--- config.mk ---
export PLATFORM = sky130hd
export DESIGN_NAME = dmpt_ctrl
export DESIGN_NICKNAME = d
export VERILOG_FILES = /design/src/sv/dmpt_pkg.sv /design/src/sv/dmpt_ctrl.sv
export SDC_FILE = /design/constraint.sdc
export NUM_CORES = 1
export LEC_CHECK = 0
export BUFFER_PORTS_ARGS = -buffer_cell sky130_fd_sc_hd__buf_2
export CORE_AREA = 8 8 45 47
export CTS_CLUSTER_SIZE = 20
export DETAILED_ROUTE_END_ITERATION = 8
export DIE_AREA = 0 0 53 55
export SYNTH_ARGS = -nofsm -noshare
export SYNTH_HDL_FRONTEND = slang
export SYNTH_SLANG_ARGS = --single-unit
--- constraint.sdc ---
create_clock -name aclk -period 1.1 [get_ports aclk]
set_input_delay 0.055 -clock aclk [delete_from_list [all_inputs] [get_ports aclk]]
set_output_delay 0.055 -clock aclk [all_outputs]
set_load 0.02 [all_outputs]
--- src/sv/dmpt_pkg.sv ---
`default_nettype none
// ----------------------------------------------------------------------------
// Direct-mapped position table: shared package
// Sizes, field layout, operation codes, controller states and the command
// and status bundles between the controller and the datapath.
// ----------------------------------------------------------------------------
package dmpt_pkg;

    // The slot count is a power of two, so the slot of a key is its low bits.
    localparam int unsigned TABLE_ENTRIES = 1024;
    localparam int unsigned IDX_W         = $clog2(TABLE_ENTRIES);

    localparam int unsigned KEY_W   = 64;
    localparam int unsigned DEPTH_W = 7;
    localparam int unsigned SCORE_W = 16;
    localparam int unsigned BOUND_W = 2;
    localparam int unsigned MOVE_W  = 32;
    localparam int unsigned MODE_W  = 2;

    localparam int unsigned S_TDATA_W = 128;
    localparam int unsigned M_TDATA_W = 64;

    typedef enum logic [MODE_W-1:0] {
        MODE_PROBE = 2'd0,
        MODE_STORE = 2'd1,
        MODE_CLEAR = 2'd2
    } mode_t;

    typedef enum logic [1:0] {
        ST_INIT,
        ST_IDLE,
        ST_CLEAR,
        ST_RESPOND
    } state_t;

    typedef struct packed {
        logic [KEY_W-1:0]          key;
        logic [DEPTH_W-1:0]        depth;
        logic signed [SCORE_W-1:0] score;
        logic [BOUND_W-1:0]        bound;
        logic [MOVE_W-1:0]         move;
    } entry_t;

    typedef struct packed {
        logic capture;
        logic sweep;
        logic respond;
    } dp_cmd_t;

    typedef struct packed {
        logic sweep_last;
        logic out_free;
        logic in_clear;
    } dp_status_t;

endpackage
`default_nettype wire

--- src/sv/dmpt_ctrl.sv ---
`default_nettype none
// ----------------------------------------------------------------------------
// Direct-mapped position table: controller
// Sequences the clearing sweep after reset, request capture, the table-wide
// clear and the single result load with its conditional slot write.
// ----------------------------------------------------------------------------
module dmpt_ctrl (
    input  wire logic                 aclk,
    input  wire logic                 aresetn,
    input  wire logic                 s_tvalid,
    output logic                      s_tready,
    input  wire dmpt_pkg::dp_status_t sts,
    output dmpt_pkg::dp_cmd_t         cmd
);
    import dmpt_pkg::*;

    state_t state_reg;
    state_t state_next;

    always_ff @(posedge aclk) begin
        if (!aresetn) begin
            state_reg <= ST_INIT;
        end else begin
            state_reg <= state_next;
        end
    end

    always_comb begin
        state_next = state_reg;
        s_tready   = 1'b0;
        cmd        = '0;
        unique case (state_reg)
            ST_INIT: begin
                cmd.sweep = 1'b1;
                if (sts.sweep_last) begin
                    state_next = ST_IDLE;
                end
            end
            ST_IDLE: begin
                s_tready = 1'b1;
                if (s_tvalid) begin
                    cmd.capture = 1'b1;
                    state_next  = sts.in_clear ? ST_CLEAR : ST_RESPOND;
                end
            end
            ST_CLEAR: begin
                cmd.sweep = 1'b1;
                if (sts.sweep_last) begin
                    state_next = ST_RESPOND;
                end
            end
            ST_RESPOND: begin
                if (sts.out_free) begin
                    cmd.respond = 1'b1;
                    state_next  = ST_IDLE;
                end
            end
            default: begin
                state_next = ST_IDLE;
            end
        endcase
    end

endmodule
`default_nettype wire

==> results.txt, run 1 <==
Status: finished with violations
Failing checks: negative setup slack
PwrDens: 2860 nW/um2
Critical path required time: 1040 ps
Post-Syn Nets: 35
Avg WL per Cell: 10.1 um
Slew headroom: 84.5%
CTS Buf Count: 3
Worst-Margin Slew: 233 ps
# Max-Cap Violations: 0
Post-layout util: 30.7%
Sink Count: 2
Core area: 1380 um2
Cell total after placement: 51
CTS Buffer Depth: 2
R2r worst-path depth: 5
Routed Antenna Nets: 0
Layout fillers: 154
CTS tree: done
Synth top area cells: ha_1, dfxtp_1, mux2i_1, o221ai_2, nand2b_1
Grt ovf: 0
PortBufs: 9
Largest net degree at the start of global routing: 5
Routed WL: 565 um
Worst Hold Depth: 3
Critical path class: register to output pin
Post-synth cell types: 13
Post-Syn Instances: 24
Placed cell areas: 294 um2
Vias in the first global route: 212
IO Count: 10
WP data arrival: 1170 ps
Iter 0 DRT Violations: 1
Hold_buf cts: 0
Final min period: 1220 ps
DR pass1 iterations: 2
Share of cells above drive strength 1: 72.5%
Worst vdd ir: 594 uV
Area fraction of the dominant cell type after synthesis: 29.8%
Synth Area in XOR/XNOR: 0%
Post-synth top flop: dfxtp_1
Achievable clock frequency: 818 MHz
Setup ws final: -123 ps
Count leader, synth: ha_1
Mapped Area: 210 um2
Hold worst-path end: state_reg[1]
Cell taking the most area after synthesis: ha_1
H-tree depth: 1
Asr flop ratio synth: 0%
Post-synth top cells: ha_1, inv_1, nand2_1
# DRC: 0
Total track usage: 3.98%
Root buf cell: clkbuf_4
Critical R2R Launch: state_reg[1]
Routability cong.: 0.687
DIE WIDTH: 53 um
Min-Delay Path Class: input port to register
ANT cells: 0
FF-to-FF End: state_reg[0]
Post-Synth Adder-Cell Area: 29.8%
Compound-Gate Fraction of Synth Area: 9.52%
YS warnings: 0
Final hold violation count: 0
Slew Viols, Final: 0
Final std cells w/o fill: 56
Maximum fanout along the worst path: 3
Antenna violations before repair: 0
Final Setup Violations: 5
Crit share post-route: 111%
Die Area: 2920 um2
CP Launch Type: register
Worst Clk Skew: 0.411 ps
Critical Path Sink Type: output pin
Clock Latency Late Sink: 220 ps
Leak pwr: 0.000182 uW
Nets@finish: 53
Sequential share of the synthesized area: 19.0%
Simple-gate share of the synthesized area: 26.8%
Vias/cell: 3.79
Mux cell area share after synthesis: 9.52%
Largest family of logic cells by synthesized area: adder cells
Reg2Reg Setup Slack: -70 ps
Row count: 14
P&R area growth vs syn: 102%
Max reg flops: 2
Avg Inst Size Synth: 8.76 um2
Starting Density: 15.2%
Die Ht: 55 um
Vias: 212
EDFF count, synth: 0
Final HPWL DP: 413 um
FF+latch count, synth: 2
Final instance area: 424 um2
RSZ-0062 raised after global routing: true
Setup WS pre-CTS: -79.9 ps
CTS clk-pin slew, worst paths: 30 ps
First-pass GRT wire length: 800 um
Min-delay src: aresetn
-- worst max-delay path, stage by stage, from the launching register on --
cell	delay, ps
dfxtp_2	330
buf_6	110
ha_4	140
or2_4	240
buf_6	130
-- cells in the final DEF, fill, tap and decap left out --
master,instances
buf_6,6
buf_2,5
ha_4,4
nand2_1,3
clkbuf_4,3
and2_4,2
nand2b_1,2
mux2i_1,2
buf_4,2
inv_2,1
or2_4,1
inv_1,1
nor2_2,1
o221ai_2,1
nor2b_1,1
o21ai_1,1
inv_4,1
ha_1,1
dfxtp_4,1
dfxtp_2,1
-- cell families (layout without fill, tap and decap cells) --
group                      after synthesis  in the layout
adders and majority gates                5              5
DFF                                      2              2
AOI/OAI and AO/OA                        2              2
and+or+nand+nor                         10             10
muxes                                    2              2
buffers and inverters                    3             19
-- report_power, final --
| group | leakage, uW | internal (uW) | switching, uW |
|---|---|---|---|
| Combinational | 0.000151 | 490 | 387 |
| Sequential | 0.0000175 | 123 | 53.4 |
| Clock | 0.0000138 | 120 | 40.0 |
| Total | 0.000182 | 733 | 480 |
-- stage by stage --
stage / hold WS, ps / total power [uW] / TNS [ps]
6_report: 111 / 1210 / -361
5_1_grt: 110 / 1320 / -632
4_1_cts: 101 / 1080 / -507
3_5_place_dp: 349 / 705 / -216
3_3_place_gp: 348 / 693 / -135
2_1_floorplan: 197 / 533 / 0
-- timing repair --
action | CTS | global route
gates cloned | 0 | 0
buffers inserted | 1 | 1
setup endpoints to repair | 6 | 6
pin swaps | 2 | 1
resized for setup | 14 | 11
-- how the worst max path moves through the flow --
stage	from	to	slack [ps]
finish	state_reg[1]	cmd[1]	-120
global route	state_reg[0]	cmd[1]	-160
CTS	state_reg[1]	cmd[1]	-130
detailed placement	state_reg[1]	state_reg[0]	-80
global placement	state_reg[0]	state_reg[0]	-70
floorplan	state_reg[1]	state_reg[0]	6
-- area by class of cell --
class / instances / area (um2) / area share (%)
Clock buffer: 3 / 22.5 / 5.31
Inverter: 3 / 13.8 / 3.24
Multi-Input combinational cell: 19 / 215 / 50.7
Sequential cell: 2 / 45.0 / 10.6
Tap cell: 16 / 20.0 / 4.72
Timing Repair Buffer: 13 / 108 / 25.4
-- layer usage --
metal / up-vias / wire length, um / GRT usage, %
li1: 109 / - / -
met1: 97 / 203 / 3.78
met2: 6 / 305 / 5.66
met3: 0 / 57 / 2.67
met4: 0 / 0 / 3.88
met5: - / 0 / 0
No activity file was read; power rests on OpenSTA's default activity.
==> run 2, diff against run 1 <==
--- a/config.mk
+++ b/config.mk
@@ -5,11 +5,12 @@
 export SDC_FILE = /design/constraint.sdc
 export NUM_CORES = 1
 export LEC_CHECK = 0
-export BUFFER_PORTS_ARGS = -buffer_cell sky130_fd_sc_hd__buf_2
+export CAP_MARGIN = 20
 export CORE_AREA = 8 8 45 47
 export CTS_CLUSTER_SIZE = 20
 export DETAILED_ROUTE_END_ITERATION = 8
 export DIE_AREA = 0 0 53 55
+export DONT_BUFFER_PORTS = 1
 export SYNTH_ARGS = -nofsm -noshare
 export SYNTH_HDL_FRONTEND = slang
 export SYNTH_SLANG_ARGS = --single-unit
==> run 2 against run 1 <==
  * The flow still finishes with violations (negative setup slack)
  * Critical path type unchanged
  * Register-to-register slack improved by 20 ps
  * Wire length fell by 0.53%
  * Sequential share of layout area rose by 1.7 points
  * Die area did not move
  * Flip-flop and latch count did not move
  * Via count fell by 5.7%
==> results.txt, run 2 (synthesis results as in run 1) <==
Core area: 1380 um2
Maximum fanout along the worst path: 3
Reg area: 45.0 um2
Multi-input gate area: 205 um2
PortBufs: 0
Reg2Reg Setup Slack: -50 ps
Commonest cells after routing, fill and taps aside: buf_4, nand2_1, ha_4, clkbuf_4
Post-layout util: 26.5%
Hold worst-path end: state_reg[0]
Worst Hold Depth: 2
Critical R2R Launch: state_reg[1]
# DRC: 0
Met1 usage: 3.48%
Vias: 200
Crit share post-route: 107%
Share of cells above drive strength 1: 64.7%
Cell total after placement: 44
Met2 Usage GRT: 5.08%
Critical path required time: 1040 ps
Largest net degree at the start of global routing: 6
PwrDens: 2860 nW/um2
Die Ht: 55 um
Die Area: 2920 um2
IO Count: 10
Final std cells w/o fill: 50
Routability cong.: 0.675
Crit-path max cell delay: 320 ps
Vias in the first global route: 185
Nets@finish: 47
WP data arrival: 1130 ps
Min-Delay Path Class: input port to register
Critical path class: register to output pin
Avg WL per Cell: 11.2 um
Max reg flops: 2
Final Setup Violations: 5
CP Launch Type: register
CTS tree: done
Final hold slack: 13.1 ps
Min-delay src: aresetn
Routed WL: 562 um
Leak pwr: 0.000149 uW
Achievable clock frequency: 847 MHz
# Max-Cap Violations: 0
CTS Buffer Depth: 2
DIE WIDTH: 53 um
Sink Count: 2
FF-to-FF End: state_reg[0]
Slew headroom: 85.4%
Grt met3 use: 4.01%
Status: finished with violations
Vias/cell: 4.00
Layout fillers: 147
CTS Buf Count: 3
R2r worst-path depth: 5
Root buf cell: clkbuf_4
Row count: 14
Worst vdd ir: 634 uV
ANT cells: 0
CP Cell Sequence: buf_4 > ha_4 > buf_4 > and2_4
Routed Antenna Nets: 0
Worst-Margin Slew: 218 ps
Iter 0 DRT Violations: 1
GR peak layer: met2
Setup ws final: -80.1 ps
Grt ovf: 0
Worst Clk Skew: 1.26 ps
Failing checks: negative setup slack
P&R area growth vs syn: 74.4%
CTS clk-pin slew, worst paths: 30 ps
Final min period: 1180 ps
Total track usage: 3.82%
Antenna violations before repair: 0
CP dominant cell by count: buf_4
Slew Viols, Final: 0
DR pass1 iterations: 2
Final HPWL DP: 389 um
Clock Latency Late Sink: 220 ps
Most common cell after layout, fill and taps aside: buf_4
Final hold violation count: 0
Critical Path Sink Type: output pin
H-tree depth: 1
Slowest cell on the critical path: dfxtp_2
First-pass GRT wire length: 738 um
Starting Density: 15.2%
RSZ-0062 raised after global routing: true
## run 2: worst max-delay path, delay by kind of cell, from the launching register on
| family | cells | cell delay [ps] |
|---|---|---|
| adders and majority gates | 1 | 160 |
| DFF | 1 | 320 |
| buffers and inverters | 2 | 270 |
| and+or+nand+nor | 1 | 150 |
## run 2: worst max path at each step
stage	startpoint	to	slack (ps)
floorplan	state_reg[1]	state_reg[0]	6
global placement	state_reg[1]	state_reg[0]	-80
detailed placement	state_reg[1]	state_reg[0]	-110
CTS	state_reg[0]	cmd[2]	-100
global route	state_reg[0]	cmd[1]	-120
finish	state_reg[0]	cmd[2]	-80
## run 2: timing repair
item                       CTS  global route
gates cloned                 0             0
pin swaps                    3             5
gates resized for setup     14             2
buffers inserted             1             1
hold buffers                 1             0
setup endpoints to repair    5             5
hold endpoints to repair     2             0
## run 2: per-stage QoR
stage	setup WS, ps	TNS [ps]	instance area [um2]	power, uW
floorplan	5.51	0	214	533
global placement	-79.1	-158	264	673
detailed placement	-107	-213	264	685
CTS	-104	-421	345	1000
global route	-116	-499	367	1150
finish	-80.1	-282	367	1050
## run 2: per-layer routing
| metal | up-vias | routed length (um) |
|---|---|---|
| li1 | 98 | - |
| met3 | 0 | 78 |
| met5 | - | 0 |
| met1 | 96 | 190 |
| met2 | 6 | 293 |
| met4 | 0 | 0 |
## run 2: area by class of cell
cell class | instances | area share [%]
repair buffers | 7 | 17.1
multi-input cells | 19 | 56.0
inverters | 3 | 3.07
flip-flops and latches | 2 | 12.3
well taps | 16 | 5.46
clock buffers | 3 | 6.14
## run 2: power breakdown
group / switching (uW) / internal, uW
combinational: 345 / 366
sequential: 52.0 / 124
clock: 41.6 / 120
total: 438 / 611
==> run 3, diff against run 2 <==
--- a/config.mk
+++ b/config.mk
@@ -5,6 +5,7 @@
 export SDC_FILE = /design/constraint.sdc
 export NUM_CORES = 1
 export LEC_CHECK = 0
+export ABC_AREA = 1
 export CAP_MARGIN = 20
 export CORE_AREA = 8 8 45 47
 export CTS_CLUSTER_SIZE = 20
==> run 3 against run 2 <==
  * Wire length is 4.8% higher
  * Sequential share of layout area is 1.5 points lower
  * Clock skew barely moved
  * Largest power group unchanged
  * Sequential power rose by 3%
  * The run still ends with negative setup slack left
  * Total power increased by 27%
  * First-iteration DRC count grew to 3.0 times the previous value
==> results.txt, run 3 <==
Post-layout util: 31.7%
CP Cell Sequence: buf_4 > ha_4 > or2_4
Achievable clock frequency: 868 MHz
Avg WL per Cell: 9.35 um
YS warnings: 0
Status: finished with violations
PwrDens: 3030 nW/um2
Critical Path Sink Type: output pin
Slew headroom: 89.7%
# Max-Cap Violations: 0
Crit share post-route: 105%
Critical path's top delay family: flip-flops
Min-Delay Path Class: input port to register
CP Launch Type: register
Min-delay src: sts[2]
Worst-Margin Slew: 154 ps
Critical R2R Launch: state_reg[1]
Final Setup Violations: 3
PortBufs: 0
Mapped Area: 240 um2
Nets@finish: 60
Area fraction of the dominant cell type after synthesis: 26.0%
Setup ws final: -52.4 ps
Post-synth top flop: dfxtp_1
P&R area growth vs syn: 82.8%
Failing checks: negative setup slack
Grt ovf: 0
Maximum fanout along the worst path: 3
Final hold violation count: 0
Critical path class: register to output pin
Largest net degree at the start of global routing: 4
Worst Clk Skew: 1.32 ps
Total track usage: 4.47%
Sequential share of the synthesized area: 16.7%
WP data arrival: 1100 ps
EDFF count, synth: 0
Max reg flops: 2
Asr flop ratio synth: 0%
Post-Syn Instances: 38
Starting Density: 17.4%
Antenna violations before repair: 0
H-tree depth: 1
Vias in the first global route: 235
Worst Hold Depth: 4
Vias/cell: 3.79
Setup TNS: -92.1 ps
Critical path required time: 1040 ps
Row count: 14
Share of cells above drive strength 1: 63.8%
Die Area: 2920 um2
Routed WL: 589 um
CTS Buf Count: 3
CTS tree: done
Layout fillers: 150
Routability cong.: 0.667
First-pass GRT wire length: 931 um
Post-synth top cells: inv_1, nor2_1, ha_1, nand2_1, nand2_2
Final min period: 1150 ps
CTS clk-pin slew, worst paths: 30 ps
Commonest cells after routing, fill and taps aside: nor2_1, ha_4, inv_1
CTS Buffer Depth: 2
IO Count: 10
Final HPWL DP: 412 um
DIE WIDTH: 53 um
Count leader, synth: inv_1
# DRC: 0
Core area: 1380 um2
Worst vdd ir: 705 uV
Most common cell after layout, fill and taps aside: nor2_1
Leak pwr: 0.000203 uW
Vias: 239
Routed Antenna Nets: 0
Cell taking the most area after synthesis: ha_1
Synth top area cells: ha_1, dfxtp_1, inv_1, nor2_1, nand2_1
Iter 0 DRT Violations: 3
FF+latch count, synth: 2
Clock Latency Late Sink: 220 ps
Die Ht: 55 um
Crit-path max cell delay: 350 ps
ANT cells: 0
RSZ-0062 raised after global routing: true
FF-to-FF End: state_reg[0]
Post-synth cell types: 10
CP bufs+invs: 1
Slowest cell on the critical path: dfxtp_4
Hold worst-path end: state_reg[0]
Post-Syn Nets: 49
Root buf cell: clkbuf_4
R2r worst-path depth: 8
Slew Viols, Final: 0
Reg2Reg Setup Slack: -10 ps
Sink Count: 2
DR pass1 iterations: 2
Avg Inst Size Synth: 6.32 um2
run 3: cell types whose count changed in the layout (fill, tap and decap cells not counted), moves of 3 or more:
cell     before  now
nor2_1        0    6
inv_1         1    4
inv_4         0    3
nand2_2       0    3
run 3: final cells by class:
cell class | instances | area (um2) | share of cell area (%)
multi-input combinational | 26 | 245 | 55.8
timing repair buffer | 6 | 58.8 | 13.4
tap | 16 | 20.0 | 4.56
clock buffer | 3 | 22.5 | 5.13
sequential | 2 | 47.5 | 10.8
inverter | 10 | 45.0 | 10.3
run 3: worst reg2reg max path, delay by kind of cell, from the launching register on:
| family | cells | cell delay (ps) |
|---|---|---|
| DFF | 1 | 350 |
| and+or+nand+nor | 5 | 330 |
| buffers and inverters | 2 | 180 |
| adders and majority gates | 1 | 160 |
run 3: cells by family (layout without fill, tap and decap cells):
| group | after synthesis | count (layout) | share of synthesized area, % |
|---|---|---|---|
| simple gates | 20 | 20 | 38.5 |
| flops | 2 | 2 | 16.7 |
| fa+ha+maj | 5 | 5 | 26.0 |
| compound gates | 1 | 1 | 3.13 |
| buf+inv | 10 | 19 | 15.6 |
run 3: per-stage QoR:
| stage | total power [uW] | std cells | hold WS (ps) | setup WS [ps] | area [um2] |
|---|---|---|---|---|---|
| final | 1330 | 63 | 121 | -52.4 | 439 |
| after global routing | 1460 | 63 | 133 | -96.2 | 439 |
| after CTS | 1200 | 61 | 115 | -30.8 | 400 |
| after detailed placement | 727 | 55 | 182 | -65.9 | 273 |
| after global placement | 719 | 55 | 177 | -34.4 | 273 |
| after floorplan | 625 | 38 | 168 | 22.2 | 245 |
run 3: how the worst max path moves through the flow:
stage | start | slack [ps] | end | cells past startpoint
2_1_floorplan | state_reg[0] | 20 | state_reg[0] | 7
3_3_place_gp | state_reg[1] | -30 | state_reg[0] | 7
3_5_place_dp | state_reg[0] | -70 | state_reg[0] | 7
4_1_cts | state_reg[1] | -30 | state_reg[1] | 7
5_1_grt | state_reg[1] | -100 | state_reg[0] | 8
6_report | state_reg[1] | -50 | cmd[1] | 3
run 3: routing by layer:
layer  wire length (um)  track usage, %  vias up
met5                  0               0        -
met2                281            6.25        8
li1                   -               -      128
met1                224            4.23      103
met3                 83            3.48        0
met4                  0            3.88        0
run 3: where the power goes:
group / total [uW] / switching [uW] / internal, uW
Sequential: 182 / 49.6 / 132
Combinational: 988 / 522 / 466
Clock: 159 / 38.9 / 120
run 3: what timing repair did:
action                                  in CTS  in global routing
endpoints found under the hold margin        2                  0
resized for setup                           23                  6
pin swaps                                    8                  7
hold buffers                                 1                  0
endpoints found under the setup margin       4                  4
buffers inserted                             2                  2
